### src/tee_pkg.sv
package tee_pkg;

   localparam int COLUMNS_DEFAULT = 15;
   localparam int ELECTRODES      = 13;
   localparam int MASK_W          = 15;
   localparam int CSR_DATA_W      = 15;
   localparam int CSR_INDEX_W     = 3;

   // register indexes
   localparam logic [CSR_INDEX_W-1:0] CSR_BASE_NOTE      = 3'd0;
   localparam logic [CSR_INDEX_W-1:0] CSR_PRESENT_MASK   = 3'd1;
   localparam logic [CSR_INDEX_W-1:0] CSR_MIDI_CHANNEL   = 3'd2;
   localparam logic [CSR_INDEX_W-1:0] CSR_CC_NUMBER      = 3'd3;
   localparam logic [CSR_INDEX_W-1:0] CSR_PRESS_VELOCITY = 3'd4;

   // reset values
   localparam logic [6:0]        BASE_NOTE_RST      = 7'd36;
   localparam logic [MASK_W-1:0] PRESENT_MASK_RST   = 15'h7FFF;
   localparam logic [3:0]        MIDI_CHANNEL_RST   = 4'd0;
   localparam logic [6:0]        CC_NUMBER_RST      = 7'd74;
   localparam logic [6:0]        PRESS_VELOCITY_RST = 7'd127;

   // event kinds
   localparam logic [1:0] EV_NOTE_ON  = 2'd0;
   localparam logic [1:0] EV_CC       = 2'd1;
   localparam logic [1:0] EV_NOTE_OFF = 2'd2;

   localparam logic [6:0] NOTE_MAX = 7'd127;

   typedef struct packed {
      logic [3:0]  column;
      logic [11:0] electrodes;
      logic        next_first;
      logic        read_error;
   } req_type;

   typedef struct packed {
      logic [1:0] event_kind;
      logic [3:0] channel_out;
      logic [6:0] data_first;
      logic [6:0] data_second;
      logic       last;
   } rsp_type;

   typedef struct packed {
      logic load;
      logic step;
   } cmd_type;

   typedef struct packed {
      logic item_ok;
      logic out_free;
      logic final_step;
   } status_type;

   // floor(e*127/12)
   function automatic logic [6:0] cc_value(input logic [3:0] e);
      logic [6:0] v;
      case (e)
         4'd0:    v = 7'd0;
         4'd1:    v = 7'd10;
         4'd2:    v = 7'd21;
         4'd3:    v = 7'd31;
         4'd4:    v = 7'd42;
         4'd5:    v = 7'd52;
         4'd6:    v = 7'd63;
         4'd7:    v = 7'd74;
         4'd8:    v = 7'd84;
         4'd9:    v = 7'd95;
         4'd10:   v = 7'd105;
         4'd11:   v = 7'd116;
         4'd12:   v = 7'd127;
         default: v = 7'd0;
      endcase
      return v;
   endfunction

endpackage

### src/tee_ctrl.sv
module tee_ctrl (
   input  logic                 clock,
   input  logic                 reset,
   input  logic                 req_valid,
   output logic                 req_ready,
   input  tee_pkg::status_type  status,
   output tee_pkg::cmd_type     cmd
);

   localparam logic ST_IDLE = 1'b0;
   localparam logic ST_SCAN = 1'b1;

   logic state_ff, state_in;

   assign req_ready = (state_ff == ST_IDLE);

   always_comb begin
      state_in = state_ff;
      cmd.load = 1'b0;
      cmd.step = 1'b0;
      case (state_ff)
         ST_IDLE: begin
            if (req_valid) begin
               cmd.load = status.item_ok;
               if (status.item_ok) state_in = ST_SCAN;
            end
         end
         ST_SCAN: begin
            cmd.step = status.out_free;
            if (status.out_free && status.final_step) state_in = ST_IDLE;
         end
         default: state_in = ST_IDLE;
      endcase
   end

   always_ff @(posedge clock) begin
      if (reset) state_ff <= ST_IDLE;
      else       state_ff <= state_in;
   end

endmodule

### src/tee_dp.sv
module tee_dp #(
   parameter int COLUMNS = tee_pkg::COLUMNS_DEFAULT
) (
   input  logic                                clock,
   input  logic                                reset,
   input  tee_pkg::req_type                    req_payload,
   output logic                                rsp_valid,
   input  logic                                rsp_ready,
   output tee_pkg::rsp_type                    rsp_payload,
   input  logic                                csr_write_en,
   input  logic [tee_pkg::CSR_INDEX_W-1:0]     csr_index,
   input  logic [tee_pkg::CSR_DATA_W-1:0]      csr_wdata,
   input  tee_pkg::cmd_type                    cmd,
   output tee_pkg::status_type                 status
);

   localparam int IDX_W = $clog2(COLUMNS);
   localparam int E_N   = tee_pkg::ELECTRODES;
   localparam logic [3:0] LAST_E = 4'(E_N - 1);

   // configuration
   logic [6:0]                  base_note_ff;
   logic [tee_pkg::MASK_W-1:0]  present_mask_ff;
   logic [3:0]                  midi_channel_ff;
   logic [6:0]                  cc_number_ff;
   logic [6:0]                  press_velocity_ff;

   always_ff @(posedge clock) begin
      if (reset) begin
         base_note_ff      <= tee_pkg::BASE_NOTE_RST;
         present_mask_ff   <= tee_pkg::PRESENT_MASK_RST;
         midi_channel_ff   <= tee_pkg::MIDI_CHANNEL_RST;
         cc_number_ff      <= tee_pkg::CC_NUMBER_RST;
         press_velocity_ff <= tee_pkg::PRESS_VELOCITY_RST;
      end else if (csr_write_en) begin
         case (csr_index)
            tee_pkg::CSR_BASE_NOTE:      base_note_ff      <= csr_wdata[6:0];
            tee_pkg::CSR_PRESENT_MASK:   present_mask_ff   <= csr_wdata[14:0];
            tee_pkg::CSR_MIDI_CHANNEL:   midi_channel_ff   <= csr_wdata[3:0];
            tee_pkg::CSR_CC_NUMBER:      cc_number_ff      <= csr_wdata[6:0];
            tee_pkg::CSR_PRESS_VELOCITY: press_velocity_ff <= csr_wdata[6:0];
            default: ;
         endcase
      end
   end

   // column qualification
   logic [15:0]      mask_ext;
   logic [3:0]       col;
   logic [4:0]       col_next;
   logic             col_ok, next_ok;
   logic [IDX_W-1:0] col_idx;
   logic [E_N-1:0]   now_bits;
   logic [7:0]       note_sum;
   logic [6:0]       note_val;

   assign mask_ext = {1'b0, present_mask_ff};
   assign col      = req_payload.column;
   assign col_next = 5'(col) + 5'd1;
   assign col_idx  = IDX_W'(col);
   assign col_ok   = (32'(col) < COLUMNS) && (col != 4'd15) && mask_ext[col];
   assign next_ok  = (32'(col_next) < COLUMNS) && (col_next < 5'd15)
                     && mask_ext[col_next[3:0]];
   assign now_bits = {next_ok & req_payload.next_first, req_payload.electrodes};
   assign note_sum = 8'(base_note_ff) + 8'(col);
   assign note_val = (note_sum > 8'(tee_pkg::NOTE_MAX)) ? tee_pkg::NOTE_MAX : note_sum[6:0];

   assign status.item_ok = col_ok && !req_payload.read_error;

   // per-column touch history
   logic [E_N-1:0] prev_ff [COLUMNS];

   always_ff @(posedge clock) begin
      if (reset) begin
         for (int i = 0; i < COLUMNS; i++) prev_ff[i] <= '0;
      end else if (cmd.load) begin
         prev_ff[col_idx] <= now_bits;
      end
   end

   // scan registers
   logic [E_N-1:0] now_ff, changed_ff;
   logic [6:0]     note_ff;
   logic [3:0]     e_ff, e_in;
   logic           phase_ff, phase_in;

   logic           chg, press, advance, above;
   logic [E_N-1:0] above_bits;

   assign chg        = changed_ff[e_ff];
   assign press      = now_ff[e_ff];
   assign advance    = !chg || !press || phase_ff;
   assign above_bits = changed_ff >> e_ff;
   assign above      = |above_bits[E_N-1:1];

   assign status.final_step = (e_ff == LAST_E) && advance;

   always_comb begin
      e_in     = e_ff;
      phase_in = phase_ff;
      if (cmd.load) begin
         e_in     = '0;
         phase_in = 1'b0;
      end else if (cmd.step) begin
         if (advance) begin
            e_in     = e_ff + 4'd1;
            phase_in = 1'b0;
         end else begin
            phase_in = 1'b1;
         end
      end
   end

   always_ff @(posedge clock) begin
      if (reset) begin
         e_ff     <= '0;
         phase_ff <= 1'b0;
      end else begin
         e_ff     <= e_in;
         phase_ff <= phase_in;
      end
   end

   always_ff @(posedge clock) begin
      if (cmd.load) begin
         now_ff     <= now_bits;
         changed_ff <= now_bits ^ prev_ff[col_idx];
         note_ff    <= note_val;
      end
   end

   // output register
   logic             rsp_valid_ff, rsp_valid_in;
   tee_pkg::rsp_type rsp_data_ff, rsp_data_in;
   logic             emit;

   assign status.out_free = !rsp_valid_ff || rsp_ready;
   assign emit            = cmd.step && chg;

   always_comb begin
      rsp_data_in             = rsp_data_ff;
      rsp_valid_in            = rsp_valid_ff && !rsp_ready;
      if (emit) begin
         rsp_valid_in            = 1'b1;
         rsp_data_in.channel_out = midi_channel_ff;
         rsp_data_in.last        = advance && !above;
         if (!press) begin
            rsp_data_in.event_kind  = tee_pkg::EV_NOTE_OFF;
            rsp_data_in.data_first  = note_ff;
            rsp_data_in.data_second = 7'd0;
         end else if (!phase_ff) begin
            rsp_data_in.event_kind  = tee_pkg::EV_NOTE_ON;
            rsp_data_in.data_first  = note_ff;
            rsp_data_in.data_second = press_velocity_ff;
         end else begin
            rsp_data_in.event_kind  = tee_pkg::EV_CC;
            rsp_data_in.data_first  = cc_number_ff;
            rsp_data_in.data_second = tee_pkg::cc_value(e_ff);
         end
      end
   end

   always_ff @(posedge clock) begin
      if (reset) rsp_valid_ff <= 1'b0;
      else       rsp_valid_ff <= rsp_valid_in;
   end

   always_ff @(posedge clock) begin
      rsp_data_ff <= rsp_data_in;
   end

   assign rsp_valid   = rsp_valid_ff;
   assign rsp_payload = rsp_data_ff;

endmodule

### src/touch_edge_midi_event_encoder_top.sv
// Channel | Direction | Beat
// req     | in        | one scanned column (column, electrodes, next_first, read_error)
// rsp     | out       | one MIDI event (kind, channel, two data bytes, last)
// csr     | in        | register write: index, data, no wait
//
// A column is taken, then the controller walks the 13 electrodes in order,
// with an extra step for each press (note-on, then CC); req is ready
// again only after the walk. Errored or absent columns are accepted
// without a walk.
// Synchronous active-high reset clears touch history and loads register
// defaults. rsp stalls hold the walk on the single output register.
module touch_edge_midi_event_encoder_top #(
   parameter int COLUMNS = tee_pkg::COLUMNS_DEFAULT
) (
   input  logic                            clock,
   input  logic                            reset,
   input  logic                            req_valid,
   output logic                            req_ready,
   input  tee_pkg::req_type                req_payload,
   output logic                            rsp_valid,
   input  logic                            rsp_ready,
   output tee_pkg::rsp_type                rsp_payload,
   input  logic                            csr_write_en,
   input  logic [tee_pkg::CSR_INDEX_W-1:0] csr_index,
   input  logic [tee_pkg::CSR_DATA_W-1:0]  csr_wdata
);

   tee_pkg::cmd_type    cmd;
   tee_pkg::status_type status;

   tee_ctrl u_ctrl (
      .clock     (clock),
      .reset     (reset),
      .req_valid (req_valid),
      .req_ready (req_ready),
      .status    (status),
      .cmd       (cmd)
   );

   tee_dp #(
      .COLUMNS (COLUMNS)
   ) u_dp (
      .clock        (clock),
      .reset        (reset),
      .req_payload  (req_payload),
      .rsp_valid    (rsp_valid),
      .rsp_ready    (rsp_ready),
      .rsp_payload  (rsp_payload),
      .csr_write_en (csr_write_en),
      .csr_index    (csr_index),
      .csr_wdata    (csr_wdata),
      .cmd          (cmd),
      .status       (status)
   );

endmodule
### config.mk
export PLATFORM = sky130hd
export DESIGN_NAME = touch_edge_midi_event_encoder_top
export DESIGN_NICKNAME = d
export VERILOG_FILES = /design/src/tee_pkg.sv /design/src/tee_ctrl.sv /design/src/tee_dp.sv /design/src/touch_edge_midi_event_encoder_top.sv
export SDC_FILE = /design/constraint.sdc
export NUM_CORES = 1
export LEC_CHECK = 0
export ABC_CLOCK_PERIOD_IN_PS = 7800
export BUFFER_PORTS_ARGS = -buffer_cell sky130_fd_sc_hd__buf_2
export CAP_MARGIN = 20
export CORE_MARGIN = 2
export CORE_UTILIZATION = 52
export DETAILED_ROUTE_END_ITERATION = 10
export GPL_TIMING_DRIVEN = 0
export PLACE_DENSITY = 0.8
export SETUP_SLACK_MARGIN = 0.2
export SLEW_MARGIN = 20
export SYNTH_ARGS = -nofsm -noshare
export SYNTH_HDL_FRONTEND = slang
export SYNTH_HIERARCHICAL = 1
export SYNTH_SLANG_ARGS = --single-unit
### constraint.sdc
create_clock -name clock -period 7.8 [get_ports clock]
set_clock_uncertainty 0.15 [all_clocks]
set_input_delay 0.78 -clock clock [delete_from_list [all_inputs] [get_ports clock]]
set_output_delay 0.78 -clock clock [all_outputs]
set_load 0.01 [all_outputs]
# Word-level counts from Yosys, hierarchy flattened
# Memory sizes are Yosys's and may differ from the RTL's. A register that Yosys moved wholly into a read port is not among the register bits.
# Cells that the tools add are included.
# W data, S select, Z words.
# op_classes
n_addsub	3
magnitude_cmp	7
n_eq_ne	6
shift	1
n_mux	30
bitwise_logic	3
n_reduce_logical	29
# op_table
op	count
$mux W14	2
$mux W1	19
$bmux W1 S4	4
$lt A4 B5 Y1 const B	3
$mux W13	1
$reduce_or A13 Y1	1
$shr A13 B4 Y13	1
$xor A13 B13 Y13	1
$mux W4	3
$reduce_and A2 Y1	6
$reduce_or A12 Y1	1
$logic_and A1 B1 Y1	10
$lt A5 B4 Y1 const B	2
$add A7 B4 Y8	1
$gt A8 B7 Y1 const B	1
$eq A3 B2 Y1 const B	2
$logic_not A1 Y1	6
$add A4 B1 Y5 const B	1
$add A4 B1 Y4 const B	1
$eq A4 B4 Y1 const B	1
$lt A4 B4 Y1 const B	1
$ne A4 B4 Y1 const B	1
$eq A3 B1 Y1 const B	1
$eq A3 B3 Y1 const B	1
6 further kinds	8
# word_totals
reg_bits	101
mem_bits_rw	195
mem_bits_ro	112
in_bits	41
output_inout_bits	23
n_memories	2
# mem_list
memory	words	width	rd	rd_clocked_by_memory_dff	write_ports	line_no	source
u_dp.prev_ff	15	13	1	0	15	tee_dp.sv:71	logic [E_N-1:0] prev_ff [COLUMNS];
(name not given)	16	7	1	1	0	tee_pkg.sv:59	case (e)

# Depth between registers and ports, before layout
# Gate-level depths: netlist (run 1).
# logic_depth
word_depth	11
mapped_depth	17
ltp_nobuf	15

# Modules after synthesis
# The synthesis (run 1) kept the hierarchy.
# modules_own_cells
mod	n_inst	cells_each	area_each_um2	seq_area_each_um2
tee_dp	1	1032	14423.8	8908.5
tee_ctrl	1	6	61.3	20.0

# Worst setup path after synthesis (run 1)
# Ideal clock, no wire load.
# synth_path
path_type	input to register
start	in req_payload[14] (netlist name)
end	mem u_dp/prev_ff[15][0] (netlist name) (enable)
setup_ps	382
t_arrival_ps	4052
setup_slack_ps	3216
cell_stages	11
path_buffers	2
path_cell_list	buf_2 > buf_1 > mux2i_1 > o221ai_1 > a21oi_1 > nor2_1 > and3b_1 > and3_1 > nor2b_1 > nand2_1 > nor2_1
# synth_rtl
item	line_no	source
from (decl)	touch_edge_midi_event_encoder_top.sv:19	input tee_pkg::req_type req_payload,
to (decl)	tee_dp.sv:71	

==> results summary, run 1 <==
The wire-length estimate of the detail-placed layout is 22500 µm. The power per standard cell area is 223 nW/µm². Among all flip-flop cells after synthesis, the most frequent one is sky130_fd_sc_hd__edfxtp_1.

The global-route met2 utilization came out at 38.1%. For this design, the slowest cell found on the critical path is sky130_fd_sc_hd__nor2_2. The proportion of netlist area held by the largest area contributor is 54.3%.

The number of fill cells in the layout came out at 2116. The post-route clock period utilization is 64.1%. The count of nets left with antenna violations after detail routing is 0.

The buffer type at the clock tree root is sky130_fd_sc_hd__clkbuf_16. The number of violations of the max-capacitance limit is 0. Timing analysis after detailed placement gives a worst setup slack of 2440 ps. STA classifies the critical path startpoint as an input pin. The fraction of met3 tracks used by global routing came out at 4.51%. The clock reaches the later pin of the worst-skew pair after 520 ps. The worst setup path is captured at a flop. The worst endpoint data arrival time came out at 4980 ps. Traced cell by cell, the critical path runs through buf_2, clkbuf_1, clkbuf_1, inv_1, o221ai_1, a21oi_1, nor2_1, and3b_1, and3_2, buf_16, nor2b_1, nand2_1, nor2_2. The leakage component of the power is 0.00600 µW.

The fraction of layout cells with a size suffix above 1 is 18.9%. The DRC violation total after the first TritonRoute iteration came out at 722. The share of synthesized registers carrying an async set or reset came out at 0%. The overflow left after global routing came out at 0.

The startpoint-to-endpoint class of the critical path is input pin to flop. The relative max-transition margin came out at 31.0%. The sequential power share came out at 52.3%. Relative to the synthesized area, the layout overhead comes to 12.7%. The worst vdd rail ir drop is 0.166 mV. At the pin with the least slew margin, the transition time is 1030 ps. The detailed-route wire length per cell is 20.4 µm. Sequential elements use 61.6% of the synthesized area. The H-tree depth is 2. The synthesized net count is 1096. Counting the buffers created by CTS gives 34. The TritonCTS sink count is 315. Setup repair after global routing left no endpoint under its margin. The hold violation count in the final report is 0. The critical path crosses 13 cells after its start point. For this run, the top clock speed supported by timing is 0.200 GHz. After the last flow step, the layout net total stands at 1196. The flow ran to the end, and the final reports show no timing, DRC or antenna violations. For the final routed database, the setup TNS stands at 0 ps. The final critical delay including setup and external delays came out at 5000 ps.

By area the synthesized netlist is led by sky130_fd_sc_hd__edfxtp_1, sky130_fd_sc_hd__mux4_2, sky130_fd_sc_hd__and2_1. The total via count in the routed design came out at 8711. The critical path's largest stage delay came out at 730 ps. The final worst slack is 2800 ps.

The number of global-route vias before repair is 8766. The number of synthesized flops with an enable pin is 262. Entering global routing, the biggest net connects 28 pins. The number of I/O pins is 64. The cell area after layout is 16300 µm². The combinational share of power is 7.6%. For this run, design rule violations remaining after detail routing come to 0. The post-synthesis area per instance came out at 14.0 µm². The count of instances resized after the clock tree is built is 0. After synthesis the cells add up to 14500 µm². The commonest non-fill, non-tap cell in the layout is sky130_fd_sc_hd__edfxtp_1. The net switching power came out at 808 µW. The total die area came out at 29200 µm². The floorplan die height is 171 µm. TritonCTS built the clock tree. Setup violations remaining at the end of the flow were counted as 0. The clock transition time at the flip-flop clock pins of the worst setup and hold paths came out at 60 ps.

The worst hold-check path type is flop to flop. Grouping stages by cell kind, the critical path spends the most delay in simple AND/OR/NAND/NOR gates. The cell depth of the worst hold path came out at 0. The global-route wire length before repair came out at 48800 µm. The total iterations of the first detailed-routing run came out at 5. The combined buffer and inverter count along the critical path is 5. The total of flip-flops plus latches after synthesis is 315. The global-route met1 utilization is 28.1%. Global routing consumed, over all layers together, 22.2% of the routing resources. STA puts the critical path data required time at 7780 ps. The library cells used most frequently in the layout, excluding fill and tap cells, are sky130_fd_sc_hd__edfxtp_1, sky130_fd_sc_hd__and2_1, sky130_fd_sc_hd__nand2_1. The detailed-route vias per instance came out at 5.65. The die is 171 µm wide. The placer congestion estimate came out at 0.868. The number of antenna violations at the first check in global routing came out at 2.

Measured in cells, the most critical reg-to-reg path has a length of 10. The number of hold buffers added after CTS came out at 0. The final core utilization is 59.1%. Summed over all instances, the cell type with the most area after synthesis is sky130_fd_sc_hd__edfxtp_1. In this run, the clock network consumes 40.1% of the power.

The switching share of power is 22.2%. The maximum buffer depth of the clock tree is 3. Yosys printed 6 warnings. The core outline area came out at 27600 µm². The count of buffers inserted at the top-level ports is 63.

The post-detailed-placement cell area is 15300 µm². The area used by multi-input combinational logic is 5220 µm². The initial cell density of the core is 52.4%. Cell internal power was estimated by the tool at 2830 µW. The final max-slew violation count is 0. Of all nets on the critical path, the largest fanout is 27. The gate count of the mapped netlist came out at 1038. In the final layout, flip-flops and latches occupy 8930 µm².

The cell type with the highest occurrence count on the critical path is sky130_fd_sc_hd__clkbuf_1. met2 is the most crowded layer. The number of library cell types mapped by synthesis came out at 57. The site row count is 61. The power after layout came out at 3640 µW.

Post-CTS timing repair inserted 0 buffers for setup. For this block, the routed nets add up to 31400 µm of wire.
-- kinds of logic after synthesis --
kind of cell	share of synthesized area, %
flops	61.6
simple gates	15.7
xor+xnor	1.33
mux	13.3
compound gates	4.21
buf+inv	2.34
fa+ha+maj	1.52
-- state kept, by name (all words and copies together), names as in the netlist, named ones only --
signal,count
u_ctrl/state_ff,1
u_dp/base_note_ff,7
u_dp/cc_number_ff,7
u_dp/changed_ff,13
u_dp/e_ff,4
u_dp/midi_channel_ff,4
u_dp/note_ff,7
u_dp/now_ff,13
u_dp/phase_ff,1
u_dp/present_mask_ff,15
u_dp/press_velocity_ff,7
u_dp/prev_ff,208
u_dp/rsp_payload,21
u_dp/rsp_valid,1
-- area by class of cell --
| type | count | share of cell area [%] |
|---|---|---|
| clock buffers | 47 | 5.70 |
| clock inverters | 13 | 0.506 |
| diodes | 2 | 0.0307 |
| well taps | 378 | 2.90 |
| plain buffers | 68 | 1.64 |
| inverters | 19 | 0.437 |
| flip-flops and latches | 315 | 54.7 |
| multi-input cells | 636 | 32.0 |
| repair buffers | 64 | 2.10 |
-- routing by layer --
layer / vias to the layer above / wire length (µm)
met4: 0 / 891
met2: 343 / 16000
met5: - / 0
met1: 4319 / 12300
met3: 67 / 2240
li1: 3982 / -
-- power groups by stage --
stage,Sequential [µW],Clock (µW),Combinational [µW]
2_1_floorplan,1930,0,180
3_3_place_gp,1930,0,268
3_5_place_dp,1940,0,276
4_1_cts,1900,1480,278
5_1_grt,1910,1540,301
6_report,1900,1460,278
-- stage by stage --
| step | cells | hold slack (ps) |
|---|---|---|
| floorplan | 1038 | 258 |
| global placement | 1479 | 263 |
| detailed placement | 1480 | 268 |
| CTS | 1540 | 281 |
| global route | 1540 | 301 |
| finish | 1542 | 284 |
-- synth_stat cells (9+ instances only) --
| cell | n |
|---|---|
| sky130_fd_sc_hd__ha_1 | 16 |
| sky130_fd_sc_hd__nor2b_1 | 22 |
| sky130_fd_sc_hd__mux4_2 | 71 |
| sky130_fd_sc_hd__and2_1 | 184 |
| sky130_fd_sc_hd__or2_2 | 16 |
| sky130_fd_sc_hd__nor2_1 | 42 |
| sky130_fd_sc_hd__inv_1 | 17 |
| sky130_fd_sc_hd__clkbuf_1 | 54 |
| sky130_fd_sc_hd__nand3b_1 | 15 |
| sky130_fd_sc_hd__a211o_1 | 15 |
| sky130_fd_sc_hd__nor3_1 | 19 |
| sky130_fd_sc_hd__mux2i_1 | 20 |
| sky130_fd_sc_hd__buf_1 | 9 |
| sky130_fd_sc_hd__nand3_1 | 9 |
| sky130_fd_sc_hd__xor2_1 | 17 |
| sky130_fd_sc_hd__a21oi_1 | 25 |
| sky130_fd_sc_hd__o21ai_0 | 9 |
| sky130_fd_sc_hd__nand2_1 | 100 |
| sky130_fd_sc_hd__edfxtp_1 | 262 |
| sky130_fd_sc_hd__dfxtp_1 | 53 |
-- path summary, 6_finish.rpt --
check	startpoint	endpoint	slack (ps)
worst min register to register	u_dp/midi_channel_ff[3]	u_dp/rsp_payload[18]	280
worst max-delay path	req_payload[15]	u_dp/prev_ff[15][6]	2800
worst max register to register	u_dp/present_mask_ff[5]	u_dp/prev_ff[15][6]	4000
worst min-delay path	u_dp/midi_channel_ff[3]	u_dp/rsp_payload[18]	280
(Power assumes the default switching activity.)
==> run 2: changes to the inputs <==
--- a/config.mk
+++ b/config.mk
@@ -5,14 +5,14 @@
 export SDC_FILE = /design/constraint.sdc
 export NUM_CORES = 1
 export LEC_CHECK = 0
-export ABC_CLOCK_PERIOD_IN_PS = 7800
+export ABC_CLOCK_PERIOD_IN_PS = 4390
 export BUFFER_PORTS_ARGS = -buffer_cell sky130_fd_sc_hd__buf_2
 export CAP_MARGIN = 20
 export CORE_MARGIN = 2
 export CORE_UTILIZATION = 52
 export DETAILED_ROUTE_END_ITERATION = 10
 export GPL_TIMING_DRIVEN = 0
-export PLACE_DENSITY = 0.8
+export PLACE_DENSITY = 0.83
 export SETUP_SLACK_MARGIN = 0.2
 export SLEW_MARGIN = 20
 export SYNTH_ARGS = -nofsm -noshare
==> constraint.sdc (replaced) <==
create_clock -name clock -period 4.39 [get_ports clock]
set_clock_uncertainty 0.15 [all_clocks]
set_input_delay 0.439 -clock clock [delete_from_list [all_inputs] [get_ports clock]]
set_output_delay 0.439 -clock clock [all_outputs]
set_load 0.01 [all_outputs]
==> results summary, run 2 (same netlist as run 1, synthesis figures left out) <==
The cell family contributing the most delay on the critical path is simple AND/OR/NAND/NOR gates. The number of flip-flops in the largest register came out at 208 (unchanged). The total via count in the routed design is 8699 (-0.14%). The cell area after layout is 16300 µm² (-0.15%).

The half-perimeter wire length after placement was 22700 µm (+1.1%). The total iterations of the first detailed-routing run is 5 (unchanged). The number of global-route vias before repair came out at 8797 (+0.35%). The tightest min-delay check is of the input pin to flop type. The floorplan die height is 171 µm (unchanged). The placer congestion estimate is 0.896 (+3.3%). The core outline area is 27600 µm² (unchanged). The routed design could run at a clock period as short as 3870 ps.

The number of CTS-inserted buffers is 31 (-8.8%). The worst endpoint data arrival time is 3920 ps (-1060 ps). The DRC violation count after routing is 0 (unchanged). The count of nets left with antenna violations after detail routing came to 0 (unchanged).

The CTS tree is yes. The maximum buffer depth of the clock tree was 3 (unchanged). Leaving out fill and tap cells, the most frequent cells in the layout are sky130_fd_sc_hd__edfxtp_1, sky130_fd_sc_hd__and2_1, sky130_fd_sc_hd__nand2_1.

The actual transition at the worst max-transition pin is 1120 ps (+90.4 ps). The number of I/O pins came out at 64 (unchanged). The final-stage net count came out at 1200 (+0.33%).

The number of antenna violations at the first check in global routing came out at 3 (+1). The critical path is of the input pin to flop type. The site row count came out at 61 (unchanged). The count of placed standard cells including taps was 1479 (-0.068%). Traced cell by cell, the critical path runs through buf_2, clkbuf_1, or2_2, clkbuf_1, o221ai_1, a21oi_1, nor2_1, and3b_1, and3_4, nor2b_1, nand2_1, nor2_1, or2_2. The relative area change from synthesis to final layout is 12.5%.

The detailed-route wire length per cell came out at 20.7 µm (+1.4%). The number of violations of the max-capacitance limit came to 0 (unchanged). The final core utilization is 59.0% (-0.091 points). The timing-limited maximum frequency came out at 0.258 GHz.

The commonest non-fill, non-tap cell in the layout is sky130_fd_sc_hd__edfxtp_1. The H-tree depth came to 1 (-1). STA classifies the critical path endpoint as a flop. The power per standard cell area is 388 nW/µm² (+74%). The hold violation count in the final report was 0 (unchanged). The detailed-route vias per instance is 5.64 (-0.14%). The routed wire length is 31900 µm (+1.4%).

The leakage component of the power was 0.00600 µW (about the same). The count of buffers inserted at the top-level ports is 63 (unchanged). The required time at the worst-slack endpoint is 4440 ps (-3340 ps).

The relative max-transition margin is 25.0% (-6.0 points). The total die area came to 29200 µm² (unchanged). The total track usage is 22.2% (-0.031 points).

The global-route wire length before repair came out at 49100 µm (+0.61%). STA classifies the critical path startpoint as an input pin. Setup repair after global routing left no endpoint under its margin. The post-CTS setup buffer count is 0 (unchanged). The clock transition time at the flip-flop clock pins of the worst setup and hold paths came out at 60 ps (about the same). The DRC violation total after the first TritonRoute iteration is 730 (+1.1%). The critical path's largest stage delay is 480 ps (-250 ps). The post-detailed-placement cell area is 15300 µm² (-0.20%). The die boundary width is 171 µm (unchanged).

The worst vdd rail ir drop is 0.282 mV (+70%). The slowest stage of the critical path belongs to the cell sky130_fd_sc_hd__and3_4. The maximum number of pins on one net before global-route repair came to 39 (+39%). The largest fanout of any net on the critical path is 19 (-30%). The buffer type at the clock tree root is sky130_fd_sc_hd__clkbuf_16. The worst hold slack across all endpoints came to 40.7 ps (-244 ps). The final max-slew violation count is 0 (unchanged). More flip-flops sit in one register than any other, and that register is u_dp/prev_ff.

The post-route clock period utilization came out at 88.1%. The combined buffer and inverter count along the critical path is 3 (-2). The final setup violation count came out at 0 (unchanged). The combined flip-flop and latch cell area is 8930 µm² (unchanged). The flow ran to the end, and the final reports show no timing, DRC or antenna violations.

The area used by multi-input combinational logic was 5240 µm² (+0.26%). The clock latency of the later-clocked register in the worst-skew pair came out at 550 ps (+30 ps). The fraction of layout cells with a size suffix above 1 is 19.1% (+0.16 points). The count of non-filler cells in the finished layout is 1542 (unchanged).

The overflow left after global routing is 0 (unchanged). The worst-case setup slack after placement came to -1080 ps (-3520 ps). The initial cell density of the core came out at 52.4% (unchanged). The number of fill cells in the layout came out at 2103 (-0.61%). The final worst slack came to 521 ps (-2280 ps). The TritonCTS sink count came out at 315 (unchanged).
## run 2: cell type report
type / count / share of cell area [%]
repair buffers: 71 / 2.43
well taps: 378 / 2.90
plain buffers: 67 / 1.66
diodes: 1 / 0.0154
flip-flops and latches: 315 / 54.8
clock inverters: 16 / 0.737
multi-input cells: 637 / 32.1
inverters: 19 / 0.438
clock buffers: 38 / 4.92
## run 2: power breakdown
part	switching, µW	internal [µW]
combinational	303	198
sequential	38.5	3340
clock	1040	1400
## run 2: per-layer routing
metal	GRT usage, %	vias up	wire, µm
li1	-	3988	-
met1	28.3	4325	12300
met2	39.3	318	16600
met3	3.59	64	2090
met4	6.52	4	847
met5	0	-	23
## run 2: path summary, 6_finish.rpt
path	startpoint	end	slack, ps	cells after the start
min	csr_wdata[4]	u_dp/cc_number_ff[4]	40	3
max	req_payload[16]	u_dp/prev_ff[8][7]	520	13
min reg2reg	u_dp/midi_channel_ff[1]	u_dp/rsp_payload[16]	290	0
max reg2reg	u_dp/e_ff[1]	flop	800	14
## run 2: timing repair
action	CTS	global route
endpoints found under the hold margin	8	0
setup endpoints to repair	365	364
hold buffers	8	0
resized for setup	3	6
cloned	0	1
pin swaps	0	1
## run 2: tightest hold or removal path: cells and delay by family
family	cells	cell delay (ps)
buffers and inverters	1	140
and+or+nand+nor	1	60
AOI/OAI and AO/OA	1	50
## run 2: metrics by stage
stage / setup TNS, ps / total power, µW
2_1_floorplan: 0 / 3750
3_3_place_gp: -242280 / 3910
3_5_place_dp: -288920 / 3930
4_1_cts: 0 / 6350
5_1_grt: 0 / 6520
6_report: 0 / 6320
==> run 3: changes to the inputs <==
--- a/config.mk
+++ b/config.mk
@@ -5,6 +5,7 @@
 export SDC_FILE = /design/constraint.sdc
 export NUM_CORES = 1
 export LEC_CHECK = 0
+export ABC_AREA = 1
 export ABC_CLOCK_PERIOD_IN_PS = 4390
 export BUFFER_PORTS_ARGS = -buffer_cell sky130_fd_sc_hd__buf_2
 export CAP_MARGIN = 20
==> results summary, run 3 <==
In this design, the critical path's most frequently occurring cell is sky130_fd_sc_hd__nand2_1. Setup repair after global routing could not meet its margin everywhere. The cell depth of the worst hold path is 1 (-2).

The number of I/O pins came out at 64 (unchanged). The netlist area before placement came out at 14100 µm² (-2.7%). The number of flip-flops in the largest register is 208 (unchanged). The worst vdd rail ir drop came out at 0.303 mV (+7.5%). The global-route wire length before repair is 63300 µm (+29%).

The power per standard cell area is 413 nW/µm² (+6.4%). The post-synthesis area per instance came to 9.81 µm² (-30%). The critical path's slowest cell is sky130_fd_sc_hd__nor2_1. The met2 layer wire length in the routed design is 19500 µm (+18%). The total iterations of the first detailed-routing run is 6 (+1). The synthesized net count is 1495 (+36%). The most common cell in the synthesized netlist is sky130_fd_sc_hd__nor2_1. The switching share of power came out at 25.1% (+3.2 points).

The highest metal layer carrying signal wires in the routed design is met4. Ranked by instance count, the synthesized netlist is headed by sky130_fd_sc_hd__nor2_1, sky130_fd_sc_hd__edfxtp_1, sky130_fd_sc_hd__nand2_1. The clock latency of the later-clocked register in the worst-skew pair is 560 ps (about the same). The required time at the worst-slack endpoint came out at 4460 ps (+20 ps). The final critical delay including setup and external delays is 4290 ps (+416 ps).

The end point of the most critical hold path is u_dp/now_ff[0]. The DRC violation count after routing is 0 (unchanged). In this run the critical register-to-register path is captured at u_dp/prev_ff[0][7]. STA classifies the critical path endpoint as a flop.

The part of the Yosys area used for sequential elements came out at 63.3% (+1.7 points). The cell-internal power is 4980 µW (+0.76%). The post-route clock period utilization is 97.6% (+9.5 points). The gate count of the mapped netlist was 1437 (+38%). The initial cell density of the core is 52.6% (+0.18 points).

The critical path's largest stage delay was 490 ps (about the same). The largest fanout of any net on the critical path was 13 (-6). The maximum buffer depth of the clock tree came out at 3 (unchanged). The number of violations of the max-capacitance limit came out at 0 (unchanged). The share of synthesized registers carrying an async set or reset came out at 0% (unchanged). The fraction of layout cells with a size suffix above 1 is 11.9% (-7.2 points). The number of antenna repair diodes came out at 0 (-1).

The final-stage net count came out at 1613 (+34%). The overflow left after global routing is 0 (unchanged). The startpoint identified for the worst register-to-register timing path is u_dp/present_mask_ff[1]. The die boundary width came out at 169 µm (-1.3%). The total via count in the routed design is 11700 (+35%). The TritonCTS sink count is 315 (unchanged). The net switching power is 1670 µW (+20%). The number of fill cells in the layout came to 2143 (+1.9%). The maximum number of pins on one net before global-route repair came out at 22 (-44%).

The total die area is 28400 µm² (-2.6%). The combined buffer and inverter count along the critical path is 6 (+3). The cell area after layout is 16100 µm² (-1.3%).

The core outline area is 26800 µm² (-3.0%). The count of buffers inserted at the top-level ports came out at 63 (unchanged). The worst endpoint data arrival time came out at 4360 ps (+440 ps). The largest total area in the synthesized netlist belongs to sky130_fd_sc_hd__edfxtp_1.

The clock network fraction of total power came out at 38.3% (-0.3 points). The total of flip-flops plus latches after synthesis was 315 (unchanged). The floorplan die height is 169 µm (-1.3%). The actual transition at the worst max-transition pin came out at 920 ps (-205 ps). The number of antenna violations at the first check in global routing came out at 0 (-3). The worst hold path belongs to the class input pin to flop.

The most used flip-flop cell after synthesis is sky130_fd_sc_hd__edfxtp_1. The timing-limited maximum frequency was 0.233 GHz (-9.7%). The count of nets left with antenna violations after detail routing came to 0 (unchanged).

Leaving out fill and tap cells, the most frequent cell in the layout is sky130_fd_sc_hd__nor2_1. Clock tree synthesis selected as its root buffer the cell sky130_fd_sc_hd__clkbuf_16. The startpoint-to-endpoint class of the critical path is input pin to flop.

The DRC violation total after the first TritonRoute iteration came out at 2088 (+190%). More flip-flops sit in one register than any other, and that register is u_dp/prev_ff. The proportion of netlist area held by the largest area contributor came out at 55.8% (+1.5 points). The detailed-route vias per instance came out at 6.11 (+8.3%).

The met3 layer wire length in the routed design is 5650 µm (+170%). Leaving out fill and tap cells, the most frequent cells in the layout are sky130_fd_sc_hd__nor2_1, sky130_fd_sc_hd__edfxtp_1, sky130_fd_sc_hd__nand2_1. The relative area change from synthesis to final layout is 14.1%. The H-tree depth is 1 (unchanged). The leakage component of the power came to 0.00644 µW (+7.3%). The detailed-route wire length per cell was 22.1 µm (+6.8%). The number of library cell types mapped by synthesis is 41 (-28%).

The setup slack of the worst register-to-register path is 720 ps (-80 ps). The post-detailed-placement cell area is 14900 µm² (-2.8%). The relative max-transition margin came to 38.6% (+14 points).

The detailed-routing wirelength on met1 is 14800 µm (+20%). The half-perimeter wire length after placement is 28300 µm (+24%). The path depth of the worst reg2reg path was 15 (+1). The sequential power share came to 51.2% (-2.3 points). The site row count came out at 60 (-1.6%). The count of non-filler cells in the finished layout came out at 1918 (+24%). The number of CTS-inserted buffers came to 31 (unchanged). The startpoint identified for the worst hold timing path is req_payload[2]. The hold violation count in the final report was 0 (unchanged). The routed wire length is 42400 µm (+33%). The cell family contributing the most delay on the critical path is simple AND/OR/NAND/NOR gates. The count of placed standard cells including taps came out at 1841 (+24%). The total track usage is 29.3% (+7.1 points).

TritonCTS built the clock tree. The kind of start point of the critical path is an input pin. The number of synthesized flops with an enable pin is 262 (unchanged). The clock transition time at the flip-flop clock pins of the worst setup and hold paths came to 70 ps (about the same). The signal on the critical path passes through buf_2, buf_2, inv_2, buf_4, clkbuf_2, o21ai_0, o22ai_1, nand2_1, nand2_1, a221oi_1, nor3_1, nand2_1, nor2_4, nand2_1, nor2_1, nand2_1, clkbuf_1, nand2_2. Yosys attributes the largest share of cell area to sky130_fd_sc_hd__edfxtp_1, sky130_fd_sc_hd__nor2_1, sky130_fd_sc_hd__dfxtp_1. The final max-slew violation count is 0 (unchanged).

The flow ran to the end, and the final reports show no timing, DRC or antenna violations. The placer congestion estimate came out at 0.968 (+8.0%). The final setup violation count came out at 0 (unchanged).

The combinational share of power was 10.5% (+2.6 points). The number of global-route vias before repair is 11300 (+28%). The final core utilization is 60.0% (+1.0 points). The number of warnings printed during yosys synthesis is 6 (unchanged).
==> run 3: stage by stage <==
stage / hold slack [ps] / power (µW) / setup TNS [ps] / setup slack, ps
final: 18.7 / 6640 / 0 / 105
after global routing: 2.93 / 6830 / 0 / 31.2
after CTS: 5.40 / 6620 / 0 / 366
after detailed placement: 260 / 4110 / -417560 / -1550
after global placement: 264 / 4080 / -355660 / -1380
after floorplan: 253 / 3860 / 0 / 499
==> run 3: how the worst max path moves through the flow <==
| stage | from | end | slack, ps | cells after the start |
|---|---|---|---|---|
| 2_1_floorplan | req_payload[14] | u_dp/prev_ff[8][0] | 500 | 17 |
| 3_3_place_gp | req_payload[14] | u_dp/prev_ff[6][0] | -1380 | 18 |
| 3_5_place_dp | req_payload[14] | u_dp/prev_ff[6][1] | -1550 | 18 |
| 4_1_cts | req_payload[14] | u_dp/prev_ff[6][12] | 370 | 18 |
| 5_1_grt | req_payload[14] | u_dp/prev_ff[1][7] | 30 | 18 |
| 6_report | req_payload[14] | u_dp/prev_ff[0][7] | 100 | 18 |
==> run 3: what timing repair did <==
| item | 4_1_cts | 5_1_grt |
|---|---|---|
| gates resized for setup | 20 | 2 |
| setup endpoints to repair | 395 | 195 |
| gates cloned | 1 | 0 |
| buffers inserted | 1 | 0 |
| hold endpoints to repair | 31 | 0 |
| pin swaps | 1 | 0 |
| hold buffers | 20 | 0 |
==> run 3: cell families (layout without fill, tap and decap cells) <==
kind of cell               Yosys count  after routing  synth area share [%]
AOI/OAI and AO/OA                  246            246                  9.90
xor gates and xnor gates            19             19                  1.18
adders and majority gates           17             17                  1.56
buffers and inverters              172            311                  4.93
DFF                                315            315                  63.3
and+or+nand+nor                    668            669                  19.1
==> run 3: per-layer routing <==
layer  GRT usage, %  vias to the layer above
met5              0                        -
met4           14.7                        0
met3           6.94                      183
met2           47.7                      951
met1           36.9                     5447
li1               -                     5142
==> run 3: cell type report <==
cell class                 count  area (µm²)  area share, %
sequential                   315        8930           55.5
timing repair buffer          84         523           3.25
clock inverter                16         121          0.755
buffer                        89         389           2.42
inverter                      83         312           1.94
tap                          341         427           2.65
multi-input combinational    951        4540           28.2
clock buffer                  39         847           5.27
==> run 3: power groups by stage <==
stage               logic, µW  clock network, µW  registers [µW]
finish                    700               2540            3400
global route              743               2680            3410
CTS                       670               2550            3400
detailed placement        645                  0            3460
global placement          625                  0            3460
floorplan                 407                  0            3450
